`config.mk`:
```
export PLATFORM = sky130hd
export DESIGN_NAME = i2c_master_transaction_sequencer
export DESIGN_NICKNAME = d
export VERILOG_FILES = /design/src/hw/rtl/i2cmts_pkg.sv /design/src/hw/rtl/i2c_master_transaction_sequencer.sv
export SDC_FILE = /design/constraint.sdc
export NUM_CORES = 1
export LEC_CHECK = 0
export ABC_AREA = 1
export ABC_CLOCK_PERIOD_IN_PS = 10250
export BUFFER_PORTS_ARGS = -buffer_cell sky130_fd_sc_hd__buf_2
export CORE_ASPECT_RATIO = 0.8
export CORE_MARGIN = 2
export CORE_UTILIZATION = 55
export CTS_BUF_LIST = sky130_fd_sc_hd__clkbuf_8
export CTS_CLUSTER_DIAMETER = 40
export CTS_CLUSTER_SIZE = 14
export DETAILED_ROUTE_END_ITERATION = 10
export MAX_ROUTING_LAYER = met4
export PLACE_DENSITY = 0.77
export SYNTH_ARGS = -nofsm -noshare
export SYNTH_HDL_FRONTEND = slang
export SYNTH_SLANG_ARGS = --single-unit
```
`constraint.sdc`:
```
create_clock -name clk -period 10.25 [get_ports clk]
set_clock_uncertainty 0.2 [all_clocks]
set_input_delay 2.05 -clock clk [delete_from_list [all_inputs] [get_ports clk]]
set_output_delay 2.05 -clock clk [all_outputs]
set_load 0.01 [all_outputs]
```
`src/hw/rtl/i2cmts_pkg.sv`:
```
// types, codes and constants of the i2c master transaction sequencer
`timescale 1ns / 1ps
`default_nettype none

package i2cmts_pkg;

  // longest payload a transaction may carry
  localparam logic [7:0] MAX_LENGTH = 8'd255;
  // retry limit after reset
  localparam logic [7:0] RETRY_LIMIT_RESET = 8'd8;

  // request commands
  localparam logic CMD_BEGIN  = 1'b0;
  localparam logic CMD_REPORT = 1'b1;

  // direction of the payload
  localparam logic DIR_READ = 1'b1;

  // bus engine status codes, low three bits cleared
  localparam logic [7:0] ST_START      = 8'h08;
  localparam logic [7:0] ST_RSTART     = 8'h10;
  localparam logic [7:0] ST_SLA_W_ACK  = 8'h18;
  localparam logic [7:0] ST_SLA_W_NACK = 8'h20;
  localparam logic [7:0] ST_DATA_W_ACK = 8'h28;
  localparam logic [7:0] ST_ARB_LOST   = 8'h38;
  localparam logic [7:0] ST_SLA_R_ACK  = 8'h40;
  localparam logic [7:0] ST_SLA_R_NACK = 8'h48;
  localparam logic [7:0] ST_DATA_R_ACK = 8'h50;
  localparam logic [7:0] ST_DATA_R_NACK = 8'h58;

  typedef enum logic [3:0] {
    PH_IDLE   = 4'd0,
    PH_START  = 4'd1,
    PH_SLA_W  = 4'd2,
    PH_PTR    = 4'd3,
    PH_RSTART = 4'd4,
    PH_SLA_R  = 4'd5,
    PH_TX     = 4'd6,
    PH_RX     = 4'd7
  } phase_t;

  typedef enum logic [2:0] {
    ACT_NONE    = 3'd0,
    ACT_START   = 3'd1,
    ACT_SEND    = 3'd2,
    ACT_RX_ACK  = 3'd3,
    ACT_RX_NACK = 3'd4,
    ACT_STOP    = 3'd5
  } action_t;

  typedef enum logic [2:0] {
    OC_OK        = 3'd0,
    OC_TRIES     = 3'd1,
    OC_START_TO  = 3'd2,
    OC_BAD_START = 3'd3,
    OC_XFER      = 3'd4
  } outcome_t;

  // one request word
  typedef struct packed {
    logic        cmd;
    logic [6:0]  dev_addr;
    logic        direction;
    logic [1:0]  pointer_len;
    logic [15:0] pointer_value;
    logic [7:0]  length;
    logic [7:0]  status_code;
    logic [7:0]  rx_byte;
    logic [7:0]  tx_byte;
    logic        timed_out;
  } req_t;

  // one result word
  typedef struct packed {
    action_t     action;
    logic [7:0]  send_byte;
    logic [7:0]  read_data;
    logic        read_valid;
    logic        done_res;
    outcome_t    outcome;
    logic [7:0]  byte_count;
  } res_t;

endpackage

`default_nettype wire

```
`src/hw/rtl/i2c_master_transaction_sequencer.sv`:
```
// i2c master transaction sequencer: transaction state and next bus action
// Takes one request word per clock while req_stall is low (a begin command or a bus engine
// status report) and answers each with exactly one result word, held in the output or skid
// register: the next bus action, any received payload byte, the running byte count and,
// when the transaction ends, its outcome. The decision is a single registered pass over
// the phase register and the held request, so the rate is one word per cycle; a two-word
// result buffer (output register plus skid register) lets a request be taken while a result
// waits, and req_stall rises only when both are full. retry_limit is written through the
// cfg channel, always ready, and should only change while no transaction is running.
`timescale 1ns / 1ps
`default_nettype none

module i2c_master_transaction_sequencer (
  input  wire                   clk,
  input  wire                   rst,
  input  wire                   req_valid,
  output logic                  req_stall,
  input  wire i2cmts_pkg::req_t req,
  output logic                  res_valid,
  input  wire                   res_stall,
  output i2cmts_pkg::res_t      res,
  input  wire                   cfg_valid,
  output logic                  cfg_ready,
  input  wire  [7:0]            cfg_data
);

  // transaction state
  i2cmts_pkg::phase_t phase, phase_next;
  logic [7:0]  tries, tries_next;
  logic [7:0]  bytes_left, bytes_left_next;
  logic [7:0]  done_count, done_count_next;
  logic [1:0]  ptr_sent, ptr_sent_next;
  logic [7:0]  retry_limit;

  // held request fields
  logic [6:0]  held_addr;
  logic        held_dir;
  logic [1:0]  held_plen;
  logic [15:0] held_ptr;

  // result buffer
  i2cmts_pkg::res_t res_word;
  i2cmts_pkg::res_t skid;
  logic             skid_valid;
  i2cmts_pkg::res_t r;

  logic       push, pop, load_req;
  logic [7:0] st;
  logic [7:0] len_sat;
  logic [1:0] np;
  logic [1:0] ps_base;
  logic       do_ptr, do_tx, do_rx;

  assign cfg_ready = 1'b1;
  assign req_stall = skid_valid;
  assign push      = req_valid && !skid_valid;
  assign pop       = res_valid && !res_stall;
  assign res       = res_word;

  assign st       = {req.status_code[7:3], 3'b000};
  assign len_sat  = (req.length > i2cmts_pkg::MAX_LENGTH) ? i2cmts_pkg::MAX_LENGTH
                                                          : req.length;
  assign np       = (held_plen > 2'd2) ? 2'd2 : held_plen;
  assign ps_base  = (phase == i2cmts_pkg::PH_SLA_W) ? 2'd0 : ptr_sent;
  assign load_req = push && (req.cmd == i2cmts_pkg::CMD_BEGIN)
                    && (phase == i2cmts_pkg::PH_IDLE);

  // next state and result word
  always_comb begin
    phase_next      = phase;
    tries_next      = tries;
    bytes_left_next = bytes_left;
    done_count_next = done_count;
    ptr_sent_next   = ptr_sent;
    do_ptr          = 1'b0;
    do_tx           = 1'b0;
    do_rx           = 1'b0;
    r               = '0;
    r.action        = i2cmts_pkg::ACT_NONE;
    r.outcome       = i2cmts_pkg::OC_OK;

    if (req.cmd == i2cmts_pkg::CMD_BEGIN) begin
      // begin only from idle
      if (phase == i2cmts_pkg::PH_IDLE) begin
        done_count_next = 8'd0;
        ptr_sent_next   = 2'd0;
        bytes_left_next = len_sat;
        if (retry_limit == 8'd0) begin
          r.done_res = 1'b1;
          r.outcome  = i2cmts_pkg::OC_TRIES;
          phase_next = i2cmts_pkg::PH_IDLE;
        end else begin
          tries_next = 8'd1;
          r.action   = i2cmts_pkg::ACT_START;
          phase_next = i2cmts_pkg::PH_START;
        end
      end
    end else begin
      case (phase)
        i2cmts_pkg::PH_START, i2cmts_pkg::PH_RSTART: begin
          if (req.timed_out) begin
            r.done_res = 1'b1;
            r.outcome  = i2cmts_pkg::OC_START_TO;
            r.action   = i2cmts_pkg::ACT_STOP;
            phase_next = i2cmts_pkg::PH_IDLE;
          end else if (st == i2cmts_pkg::ST_START || st == i2cmts_pkg::ST_RSTART) begin
            r.action = i2cmts_pkg::ACT_SEND;
            if (phase == i2cmts_pkg::PH_START
                && (held_dir != i2cmts_pkg::DIR_READ || held_plen != 2'd0)) begin
              r.send_byte = {held_addr, 1'b0};
              phase_next  = i2cmts_pkg::PH_SLA_W;
            end else begin
              r.send_byte = {held_addr, 1'b1};
              phase_next  = i2cmts_pkg::PH_SLA_R;
            end
          end else if (st == i2cmts_pkg::ST_ARB_LOST) begin
            ptr_sent_next = 2'd0;
            r.action      = i2cmts_pkg::ACT_START;
            phase_next    = i2cmts_pkg::PH_START;
          end else begin
            r.done_res = 1'b1;
            r.outcome  = i2cmts_pkg::OC_BAD_START;
            phase_next = i2cmts_pkg::PH_IDLE;
          end
        end
        i2cmts_pkg::PH_SLA_W, i2cmts_pkg::PH_PTR, i2cmts_pkg::PH_SLA_R: begin
          if (req.timed_out) begin
            r.done_res = 1'b1;
            r.outcome  = i2cmts_pkg::OC_XFER;
            r.action   = i2cmts_pkg::ACT_STOP;
            phase_next = i2cmts_pkg::PH_IDLE;
          end else if (st == i2cmts_pkg::ST_ARB_LOST) begin
            ptr_sent_next = 2'd0;
            r.action      = i2cmts_pkg::ACT_START;
            phase_next    = i2cmts_pkg::PH_START;
          end else if ((phase == i2cmts_pkg::PH_SLA_W && st == i2cmts_pkg::ST_SLA_W_ACK)
                       || (phase == i2cmts_pkg::PH_PTR
                           && st == i2cmts_pkg::ST_DATA_W_ACK)) begin
            do_ptr = 1'b1;
          end else if (phase == i2cmts_pkg::PH_SLA_R && st == i2cmts_pkg::ST_SLA_R_ACK) begin
            do_rx = 1'b1;
          end else if ((phase == i2cmts_pkg::PH_SLA_W && st == i2cmts_pkg::ST_SLA_W_NACK)
                       || (phase == i2cmts_pkg::PH_SLA_R
                           && st == i2cmts_pkg::ST_SLA_R_NACK)) begin
            // address nack: retry while attempts remain
            if (tries >= retry_limit) begin
              r.done_res = 1'b1;
              r.outcome  = i2cmts_pkg::OC_TRIES;
              phase_next = i2cmts_pkg::PH_IDLE;
            end else begin
              tries_next    = tries + 8'd1;
              ptr_sent_next = 2'd0;
              r.action      = i2cmts_pkg::ACT_START;
              phase_next    = i2cmts_pkg::PH_START;
            end
          end else begin
            r.done_res = 1'b1;
            r.outcome  = i2cmts_pkg::OC_XFER;
            r.action   = i2cmts_pkg::ACT_STOP;
            phase_next = i2cmts_pkg::PH_IDLE;
          end
        end
        i2cmts_pkg::PH_TX: begin
          if (!req.timed_out && st == i2cmts_pkg::ST_DATA_W_ACK) begin
            done_count_next = done_count + 8'd1;
            if (bytes_left != 8'd0) begin
              bytes_left_next = bytes_left - 8'd1;
            end
            do_tx = 1'b1;
          end else begin
            r.done_res = 1'b1;
            r.outcome  = i2cmts_pkg::OC_XFER;
            r.action   = i2cmts_pkg::ACT_STOP;
            phase_next = i2cmts_pkg::PH_IDLE;
          end
        end
        i2cmts_pkg::PH_RX: begin
          if (!req.timed_out
              && (st == i2cmts_pkg::ST_DATA_R_ACK || st == i2cmts_pkg::ST_DATA_R_NACK)) begin
            r.read_valid    = 1'b1;
            r.read_data     = req.rx_byte;
            done_count_next = done_count + 8'd1;
            if (bytes_left != 8'd0) begin
              bytes_left_next = bytes_left - 8'd1;
            end
            if (st == i2cmts_pkg::ST_DATA_R_NACK) begin
              r.done_res = 1'b1;
              r.outcome  = i2cmts_pkg::OC_OK;
              r.action   = i2cmts_pkg::ACT_STOP;
              phase_next = i2cmts_pkg::PH_IDLE;
            end else begin
              do_rx = 1'b1;
            end
          end else begin
            r.done_res = 1'b1;
            r.outcome  = i2cmts_pkg::OC_XFER;
            r.action   = i2cmts_pkg::ACT_STOP;
            phase_next = i2cmts_pkg::PH_IDLE;
          end
        end
        default: begin
          phase_next = i2cmts_pkg::PH_IDLE;
        end
      endcase
    end

    // pointer bytes, then repeated start for reads or the payload for writes
    if (do_ptr) begin
      if (ps_base < np) begin
        ptr_sent_next = ps_base + 2'd1;
        r.action      = i2cmts_pkg::ACT_SEND;
        r.send_byte   = (np == 2'd2 && ps_base == 2'd0) ? held_ptr[15:8] : held_ptr[7:0];
        phase_next    = i2cmts_pkg::PH_PTR;
      end else if (held_dir == i2cmts_pkg::DIR_READ) begin
        r.action   = i2cmts_pkg::ACT_START;
        phase_next = i2cmts_pkg::PH_RSTART;
      end else begin
        do_tx = 1'b1;
      end
    end

    // next payload byte to write or stop
    if (do_tx) begin
      if (bytes_left_next == 8'd0) begin
        r.done_res = 1'b1;
        r.outcome  = i2cmts_pkg::OC_OK;
        r.action   = i2cmts_pkg::ACT_STOP;
        phase_next = i2cmts_pkg::PH_IDLE;
      end else begin
        r.action    = i2cmts_pkg::ACT_SEND;
        r.send_byte = req.tx_byte;
        phase_next  = i2cmts_pkg::PH_TX;
      end
    end

    // next payload byte to read, nack on the last one
    if (do_rx) begin
      if (bytes_left_next == 8'd0) begin
        r.done_res = 1'b1;
        r.outcome  = i2cmts_pkg::OC_OK;
        r.action   = i2cmts_pkg::ACT_STOP;
        phase_next = i2cmts_pkg::PH_IDLE;
      end else begin
        r.action   = (bytes_left_next == 8'd1) ? i2cmts_pkg::ACT_RX_NACK
                                               : i2cmts_pkg::ACT_RX_ACK;
        phase_next = i2cmts_pkg::PH_RX;
      end
    end

    r.byte_count = done_count_next;
  end

  // state registers
  always_ff @(posedge clk) begin
    if (rst) begin
      phase      <= i2cmts_pkg::PH_IDLE;
      tries      <= 8'd0;
      bytes_left <= 8'd0;
      done_count <= 8'd0;
      ptr_sent   <= 2'd0;
    end else if (push) begin
      phase      <= phase_next;
      tries      <= tries_next;
      bytes_left <= bytes_left_next;
      done_count <= done_count_next;
      ptr_sent   <= ptr_sent_next;
    end
  end

  // retry limit register
  always_ff @(posedge clk) begin
    if (rst) begin
      retry_limit <= i2cmts_pkg::RETRY_LIMIT_RESET;
    end else if (cfg_valid && cfg_ready) begin
      retry_limit <= cfg_data;
    end
  end

  // held request, loaded on an accepted begin
  always_ff @(posedge clk) begin
    if (rst) begin
      held_addr <= 7'd0;
      held_dir  <= 1'b0;
      held_plen <= 2'd0;
      held_ptr  <= 16'd0;
    end else if (load_req) begin
      held_addr <= req.dev_addr;
      held_dir  <= req.direction;
      held_plen <= req.pointer_len;
      held_ptr  <= req.pointer_value;
    end
  end

  // result buffer valid bits
  always_ff @(posedge clk) begin
    if (rst) begin
      res_valid  <= 1'b0;
      skid_valid <= 1'b0;
    end else if (pop) begin
      if (skid_valid) begin
        skid_valid <= 1'b0;
      end else begin
        res_valid <= push;
      end
    end else if (push) begin
      if (res_valid) begin
        skid_valid <= 1'b1;
      end else begin
        res_valid <= 1'b1;
      end
    end
  end

  // result buffer payload
  always_ff @(posedge clk) begin
    if (pop) begin
      if (skid_valid) begin
        res_word <= skid;
      end else if (push) begin
        res_word <= r;
      end
    end else if (push) begin
      if (res_valid) begin
        skid <= r;
      end else begin
        res_word <= r;
      end
    end
  end

endmodule

`default_nettype wire

```
==> metrics, run 1 <==
# Post-CTS Setup Buffers=0; Power Total=1.28 mW; largest net degree at the start of global routing=41; Critical Path Fanout Max=31; arrival time worst endpoint=5.63 ns; Setup TNS=0 ns; Final Worst Setup Slack=4.70 ns; DRT Pass-1 Iters=7; Placer Congestion=0.955; DIE AREA=0.0139 mm2; synthesized net count=1029; net count reported at finish=1120; clock buffer depth=2; Synth Area in Simple Gates=27.5%; worst path cell trace=buf_2 -> nor2_1 -> inv_1 -> nor2_1 -> inv_1 -> o21ai_0 -> a21oi_1; first-pass GRT wire length=26900 um; crit start category=primary input; post-route ant nets=0; # resized after CTS=0; Buffers on Ports=103; Tot GR Track Use=24.7%; vias in the first global route=5662; worst slack, placed=4.36 ns; Worst slew margin=20.8%; Synth top cells by count=210 x nand2_1, 125 x inv_1, 108 x nor2_1; Die X-Extent=131 um; min Tclk post-route=5.55 ns; register area share after synthesis=45.6%; leakage=3.96 nW; Final Max Slew Viols=0; mux cell area share after synthesis=0.457%; total core area=0.0127 mm2; GRT met1 Usage=33.5%; maximum vdd ir drop=0.133 mV; biggest area consumer among synthesized cells=edfxtp_1; # setup viols final=0; Post-route DRC=0; GR Util met2=37.8%; worst skew pair latency=0.45 ns; most used routing layer=met2; FFs w/ async S/R, synth=0%; fmax=0.180 GHz; min-delay worst type=reg -> reg; I/O pin count=108; Vias/cell=5.24; Synth top area share=27.0%; initial core utilization=55.9%; Syn. warnings=0; met3 Use GR=4.04%; average wire per standard cell=13.3 um; WL final=16300 um; Final Hold Vio Count=0; WS Path Type=in -> reg; CP max-delay cell=nor2_1; Cell Area, Synth=0.00712 mm2; Via Count=6400; Max Cap Viol=0; HPWL after detailed placement=11400 um; flops & latches, synth=130; Cells after Synth=942; compound-cell area share of the yosys netlist=13.7%; DIE HEIGHT=106 um; FP Rows=37; critical path data required time=10.34 ns; status=finished clean; Least-Margin Pin Slew=1.18 ns; R2R Path Start=phase[2]; crit end category=flop; reg2reg setup slack=6.04 ns; post-synth cell types=50; Hold Crit Depth=2; r2r endpoint=held_plen[1]; Diodes inserted=0; initial antenna violation count=0; Mapped Avg Cell Area=7.56 um2; total CTS buffers=17; largest family of logic cells by synthesized area=simple AND/OR/NAND/NOR gates; unrepaired setup endpoints after global routing=no; Post-Synth Adder-Cell Area=2.46%; fin crit share=54.1%; Hold Path End=held_addr[5]; count leader, synth=nand2_1; Reg clk slew, reported paths=0.08 ns; Hold-fix buffers, CTS=0; Post-Synth XOR/XNOR Area=0.246%; worst r2r path cells=8; synth top area cells=edfxtp_1 27%, dfxtp_1 19%, nand2_1 11%, inv_1 6.6%, nor2_1 5.7%; clk sinks=130; hold path start=held_addr[5]; CTS tree=yes; Post-synth top flop=dfxtp_1; total congestion overflow=0; initial DRC count=556; number of synthesized flops with an enable pin=64; Area growth, synth to finish=14.7%; crit-path leading delay family=simple AND/OR/NAND/NOR gates; PD cells=157 mW/mm2; critical path buffer and inverter count=3; CTS root buffer=clkbuf_8; critical path's largest stage delay=0.97 ns; layout cells sized above 1=18.8%; H-tree levels=4
## placed cells by master, fill, tap and decap left out, types with 3 or more instances in the layout
master,synthesis,final
ha_1,14,14
inv_1,125,125
a22oi_1,7,7
nand4_1,6,6
inv_2,3,3
bufinv_16,0,5
clkinv_1,3,3
edfxtp_1,64,64
nor2_1,108,107
nand3_2,3,3
o211ai_1,4,4
dfxtp_1,66,66
nor3_1,14,14
inv_6,0,6
nand2_2,13,13
buf_4,4,5
o21ai_0,81,81
buf_2,1,103
nand3b_1,3,3
a21oi_1,61,61
nor2_2,12,13
clkbuf_8,3,17
nand2_1,210,210
a31o_2,5,5
nand3_1,59,59
or2_2,9,9
a31oi_1,9,9
## logic make-up after synthesis
kind of cell | Yosys count
muxes | 3
and+or+nand+nor | 446
buffers and inverters | 168
other | 1
adders and majority gates | 14
DFF | 130
AOI/OAI and AO/OA | 178
xor gates and xnor gates | 2
## stage by stage
step / instances / utilization [%] / instance area (um2) / hold slack [ns]
after floorplan: 942 / - / 7120 / 0.225
after global placement: 1189 / 60.4 / 7690 / 0.240
final: 1221 / 64.2 / 8170 / 0.254
after CTS: 1221 / 64.2 / 8170 / 0.255
after global routing: 1221 / 64.2 / 8170 / 0.272
after detailed placement: 1189 / 60.4 / 7690 / 0.244
## routing by layer
layer,vias up,share of wire (%)
li1,3262,-
met2,195,45
met5,-,0
met4,0,1.5
met1,2919,48
met3,24,5.4
## flip-flops by register name, summed over array words and instances (netlist names)
signal       flops
res             32
skid            32
held_ptr        16
bytes_left       8
done_count       8
retry_limit      8
tries            8
held_addr        7
phase            4
held_plen        2
ptr_sent         2
held_dir         1
req_stall        1
res_valid        1
## worst min-delay path: stages (launching register included)
cell,delay (ns)
dfxtp_1,0.30
inv_1,0.06
a21oi_1,0.05
## worst max path at each step
stage	to	slack, ns	cells past startpoint	from
2_1_floorplan	res[0]	4.56	5	req_valid
6_report	held_plen[1]	4.70	7	req[59]
5_1_grt	held_dir	4.36	7	req[59]
3_5_place_dp	held_dir	4.36	7	req[59]
4_1_cts	held_plen[1]	4.79	7	req[59]
3_3_place_gp	held_plen[0]	4.32	7	req[59]
## power breakdown
group | switching [mW] | internal (mW)
clock | 0.226 | 0.298
combinational | 0.109 | 0.0550
sequential | 0.0160 | 0.577
total | 0.351 | 0.930
## area by class of cell
| class | instances | area (um2) |
|---|---|---|
| Clock buffer | 17 | 234 |
| Clock inverter | 15 | 241 |
| Tap cell | 175 | 219 |
| Fill cell | 1132 | 4560 |
| Sequential cell | 130 | 3240 |
| Multi-Input combinational cell | 644 | 3180 |
| Timing Repair Buffer | 108 | 553 |
| Inverter | 132 | 498 |
No activity file was read; power rests on OpenSTA's default activity.
==> inputs of run 2 (changes only) <==
--- a/config.mk
+++ b/config.mk
@@ -6,7 +6,7 @@
 export NUM_CORES = 1
 export LEC_CHECK = 0
 export ABC_AREA = 1
-export ABC_CLOCK_PERIOD_IN_PS = 10250
+export ABC_CLOCK_PERIOD_IN_PS = 5800
 export BUFFER_PORTS_ARGS = -buffer_cell sky130_fd_sc_hd__buf_2
 export CORE_ASPECT_RATIO = 0.8
 export CORE_MARGIN = 2
==> constraint.sdc (replaced) <==
create_clock -name clk -period 5.8 [get_ports clk]
set_clock_uncertainty 0.2 [all_clocks]
set_input_delay 1.16 -clock clk [delete_from_list [all_inputs] [get_ports clk]]
set_output_delay 1.16 -clock clk [all_outputs]
set_load 0.01 [all_outputs]
==> metrics, run 2 (same netlist as run 1, synthesis figures left out) <==
Placer Congestion=0.947 (-0.78%); critical path's largest stage delay=0.43 ns (-0.54 ns); min-delay worst type=reg -> reg; initial antenna violation count=0 (unchanged); CTS tree=yes; crit start category=primary input; Critical Path Fanout Max=27 (-13%); Layout Cells excl Fill=1223 (+0.16%); Setup TNS=0 ns (unchanged); Least-Margin Pin Slew=1.08 ns (-0.103 ns); PD cells=260 mW/mm2 (+66%); Critical path origin=req[59]; r2r endpoint=res[29]; net count reported at finish=1122 (+0.18%); Placed Instances=1191 (+0.17%); CTS root buffer=clkbuf_8; Power Total=2.11 mW (+65%); R2R Path Start=phase[2]; HPWL after detailed placement=11300 um (-1.1%); Diodes inserted=0 (unchanged); vias in the first global route=5662 (unchanged); unrepaired setup endpoints after global routing=no; Final Hold Vio Count=0 (unchanged); critical path data required time=5.81 ns (-4.53 ns); Final Worst Setup Slack=2.16 ns (-2.54 ns); # Post-CTS Setup Buffers=0 (unchanged); largest net degree at the start of global routing=41 (unchanged); WL final=16000 um (-1.6%); Reg clk slew, reported paths=0.08 ns (about the same); post-route ant nets=0 (unchanged); Area growth, synth to finish=13.8%; Tot GR Track Use=24.5% (-0.13 points); worst r2r path cells=14 (+6); DIE AREA=0.0139 mm2 (unchanged); most frequent cells in the layout=210 x nand2_1, 125 x inv_1, 107 x nor2_1, 103 x buf_2, 81 x o21ai_0; total CTS buffers=17 (unchanged); I/O pin count=108 (unchanged); worst path cell trace=buf_2 -> inv_2 -> nand2_2 -> clkinv_1 -> a22oi_1 -> nand2_1 -> nor2_2 -> nand2_2 -> nor2_8 -> nor2_4 -> nand2_1 -> nand3_1 -> nand2_1 -> inv_1; crit path to=res[24]; leakage=3.92 nW (-1.1%); average wire per standard cell=13.1 um (-1.7%); H-tree levels=4 (unchanged); first-pass GRT wire length=26700 um (-0.49%); Hold-fix buffers, CTS=0 (unchanged); # resized after CTS=0 (unchanged); reg2reg setup slack=2.80 ns (-3.24 ns); layout cells sized above 1=18.9% (+0.059 points); min Tclk post-route=3.64 ns; status=finished clean; Post-route DRC=0 (unchanged); commonest non-fill, non-tap cell in the layout=nand2_1; initial DRC count=538 (-3.2%); WS Path Type=in -> reg; most frequent CP cell=nand2_1; maximum vdd ir drop=0.187 mV (+40%); DIE HEIGHT=106 um (unchanged); Worst slew margin=27.8% (+7.0 points); Via Count=6276 (-1.9%); clk sinks=130 (unchanged); fmax=0.275 GHz; Vias/cell=5.13 (-2.1%); initial core utilization=55.9% (unchanged); total core area=0.0127 mm2 (unchanged); fin crit share=62.7%; CP max-delay cell=buf_2; crit end category=flop; DRT Pass-1 Iters=5 (-2); arrival time worst endpoint=3.65 ns (-1.98 ns); total congestion overflow=0 (unchanged); FP Rows=37 (unchanged); worst skew pair latency=0.45 ns (about the same); Buffers on Ports=103 (unchanged); clock buffer depth=2 (unchanged); Final Max Slew Viols=0 (unchanged); Max Cap Viol=0 (unchanged); # setup viols final=0 (unchanged); Die X-Extent=131 um (unchanged); worst slack, placed=1.73 ns (-2.63 ns)
-- run 2: how the worst min path moves through the flow --
| stage | slack (ns) | from | depth (start not counted) | to |
|---|---|---|---|---|
| 6_report | 0.25 | held_addr[5] | 2 | held_addr[5] |
| 5_1_grt | 0.27 | held_addr[5] | 2 | held_addr[5] |
| 4_1_cts | 0.25 | held_addr[5] | 2 | held_addr[5] |
| 3_5_place_dp | 0.24 | held_addr[5] | 2 | held_addr[5] |
| 3_3_place_gp | 0.24 | held_addr[5] | 2 | held_addr[5] |
| 2_1_floorplan | 0.22 | held_addr[1] | 2 | held_addr[1] |
-- run 2: layer usage --
metal | vias up | global-route usage (%) | part of all wire [%] | wire length, um
li1 | 3267 | - | - | -
met1 | 2796 | 33.5 | 48 | 7640
met2 | 191 | 37.4 | 45 | 7270
met3 | 22 | 4.67 | 6.0 | 957
met4 | 0 | 7.38 | 1.1 | 171
met5 | - | - | 0 | 0
-- run 2: layout make-up --
cell class / count / area, um2
fillers: 1176 / 4630
flip-flops and latches: 130 / 3240
multi-input cells: 644 / 3180
repair buffers: 110 / 568
inverters: 132 / 498
clock buffers: 17 / 234
well taps: 175 / 219
clock inverters: 15 / 159
-- run 2: power by group --
part / leakage (nW) / switching [mW] / total, mW / internal, mW
sequential: 1.13 / 0.0278 / 1.05 / 1.02
combinational: 2.61 / 0.191 / 0.289 / 0.0986
clock: 0.184 / 0.387 / 0.771 / 0.385
-- run 2: stage by stage --
step	utilization, %	cell area [um2]	hold WS, ns
3_3_place_gp	60.6	7710	0.238
2_1_floorplan	-	7120	0.225
5_1_grt	63.6	8100	0.275
4_1_cts	63.6	8100	0.255
3_5_place_dp	60.6	7710	0.244
6_report	63.6	8100	0.253
-- run 2: critical path: cells and delay by family --
kind                   cells  cell delay, ns
AO/OA/AOI/OAI              1            0.25
buffers and inverters      4            1.07
AND/OR/NAND/NOR            9            1.14
==> inputs of run 3 (changes only) <==
--- a/config.mk
+++ b/config.mk
@@ -6,7 +6,7 @@
 export NUM_CORES = 1
 export LEC_CHECK = 0
 export ABC_AREA = 1
-export ABC_CLOCK_PERIOD_IN_PS = 5800
+export ABC_CLOCK_PERIOD_IN_PS = 3500
 export BUFFER_PORTS_ARGS = -buffer_cell sky130_fd_sc_hd__buf_2
 export CORE_ASPECT_RATIO = 0.8
 export CORE_MARGIN = 2
==> constraint.sdc (replaced) <==
create_clock -name clk -period 3.5 [get_ports clk]
set_clock_uncertainty 0.2 [all_clocks]
set_input_delay 0.7 -clock clk [delete_from_list [all_inputs] [get_ports clk]]
set_output_delay 0.7 -clock clk [all_outputs]
set_load 0.01 [all_outputs]
==> metrics, run 3 (same netlist as run 1, synthesis figures left out) <==
status=finished clean; CTS root buffer=clkbuf_8; average wire per standard cell=13.7 um (+4.1%); min-delay worst type=reg -> reg; crit start category=flop; critical path's largest stage delay=0.34 ns (-0.09 ns); HPWL after detailed placement=11800 um (+4.7%); total CTS buffers=17 (unchanged); vias in the first global route=6003 (+6.0%); Max Cap Viol=0 (unchanged); crit end category=flop; critical path depth in cells=18 (+4); leakage=3.97 nW (+1.3%); most frequent CP cell=nand2_1; # setup viols final=0 (unchanged); reg2reg setup slack=0.55 ns (-2.25 ns); Setup TNS=0 ns (unchanged); worst skew pair latency=0.44 ns (about the same); Final Max Slew Viols=0 (unchanged); critical path buffer and inverter count=3 (-1); Post-route DRC=0 (unchanged); Critical Path Fanout Max=13 (-52%); Final Hold Vio Count=0 (unchanged); worst slack, placed=0.346 ns (-1.38 ns); DIE AREA=0.0139 mm2 (unchanged); Buffers on Ports=103 (unchanged); fin crit share=84.2%; Area growth, synth to finish=14.8%; total congestion overflow=0 (unchanged); Tot GR Track Use=26.0% (+1.5 points); I/O pin count=108 (unchanged); layout cells sized above 1=19.3% (+0.43 points); Hold Path End=held_addr[5]; PD cells=425 mW/mm2 (+63%); DIE HEIGHT=106 um (unchanged); Final Worst Setup Slack=0.555 ns (-1.61 ns); largest net degree at the start of global routing=38 (-7.3%); clk sinks=130 (unchanged); net count reported at finish=1130 (+0.71%); Diodes inserted=0 (unchanged); unrepaired setup endpoints after global routing=no; initial DRC count=656 (+22%); Reg clk slew, reported paths=0.08 ns (about the same); crit-path leading delay family=simple AND/OR/NAND/NOR gates; Die X-Extent=131 um (unchanged); initial antenna violation count=0 (unchanged); DRT Pass-1 Iters=5 (unchanged); Hold Crit Depth=2 (unchanged); clock buffer depth=2 (unchanged); total core area=0.0127 mm2 (unchanged); maximum vdd ir drop=0.324 mV (+73%); fmax=0.340 GHz; Via Count=6460 (+2.9%); worst r2r path cells=18 (+4); # Post-CTS Setup Buffers=0 (unchanged); Hold-fix buffers, CTS=0 (unchanged); first-pass GRT wire length=28300 um (+5.7%); r2r endpoint=res[26]; WS Path Type=reg -> reg; hold path start=held_addr[5]; H-tree levels=4 (unchanged); # resized after CTS=0 (unchanged); initial core utilization=55.9% (unchanged); WL final=16800 um (+4.8%); Least-Margin Pin Slew=0.663 ns (-0.418 ns); commonest non-fill, non-tap cell in the layout=nand2_1; arrival time worst endpoint=2.95 ns (-0.70 ns); critical path data required time=3.51 ns (-2.30 ns); R2R Path Start=bytes_left[3]; worst path cell trace=inv_1 -> nand2_1 -> nor2_1 -> nand2_1 -> o21ai_0 -> nand3_1 -> nand2_1 -> inv_1 -> nand2_1 -> nand2_1 -> nor2_2 -> nand2_2 -> nor2_8 -> nor2_4 -> nand2_1 -> nand3_1 -> nand2_1 -> inv_1; CTS tree=yes; most frequent cells in the layout=210 x nand2_1, 126 x inv_1, 107 x nor2_1, 103 x buf_2, 81 x o21ai_0; final hold slack=0.252 ns (-0.00167 ns); FP Rows=37 (unchanged); Placer Congestion=0.959 (+1.2%); Worst slew margin=55.8% (+28 points); Power Total=3.47 mW (+65%); post-route ant nets=0 (unchanged); min Tclk post-route=2.95 ns; Vias/cell=5.25 (+2.3%); CP max-delay cell=nand2_1
run 3: cell type report:
class | instances | area [um2]
clock buffer | 17 | 234
fill | 1145 | 4560
clock inverter | 15 | 144
inverter | 132 | 498
multi-input combinational | 644 | 3180
tap | 175 | 219
sequential | 130 | 3240
timing repair buffer | 118 | 653
run 3: per-stage QoR:
stage / utilization [%] / std cells / cell area (um2)
after floorplan: - / 942 / 7120
after global placement: 61.2 / 1199 / 7790
after detailed placement: 61.2 / 1199 / 7790
after CTS: 64.2 / 1231 / 8170
after global routing: 64.2 / 1231 / 8170
final: 64.2 / 1231 / 8170
run 3: tightest hold or removal path: cells and delay by family (launching register included):
kind,cells,cell delay [ns]
flops,1,0.30
buf+inv,1,0.06
compound gates,1,0.05
run 3: how the worst max path moves through the flow:
stage | start | end | slack, ns
6_report | bytes_left[3] | res[26] | 0.55
5_1_grt | bytes_left[3] | res[26] | 0.29
4_1_cts | bytes_left[0] | res[26] | 0.58
3_5_place_dp | req[0] | res[29] | 0.35
3_3_place_gp | req[0] | res[22] | 0.43
2_1_floorplan | req_valid | res[0] | 0.04
run 3: per-layer routing:
layer | track usage (%) | up-vias | share of wire [%]
met5 | - | - | 0
met4 | 7.38 | 0 | 1.4
met3 | 5.77 | 23 | 6.3
met2 | 40.5 | 234 | 44
met1 | 34.6 | 2912 | 48
li1 | - | 3291 | -
run 3: power by group:
group          leakage, nW  internal [mW]  switching (mW)
clock                0.188          0.625           0.610
combinational         2.65          0.175           0.327
sequential            1.13           1.69          0.0471
total                 3.97           2.49           0.984
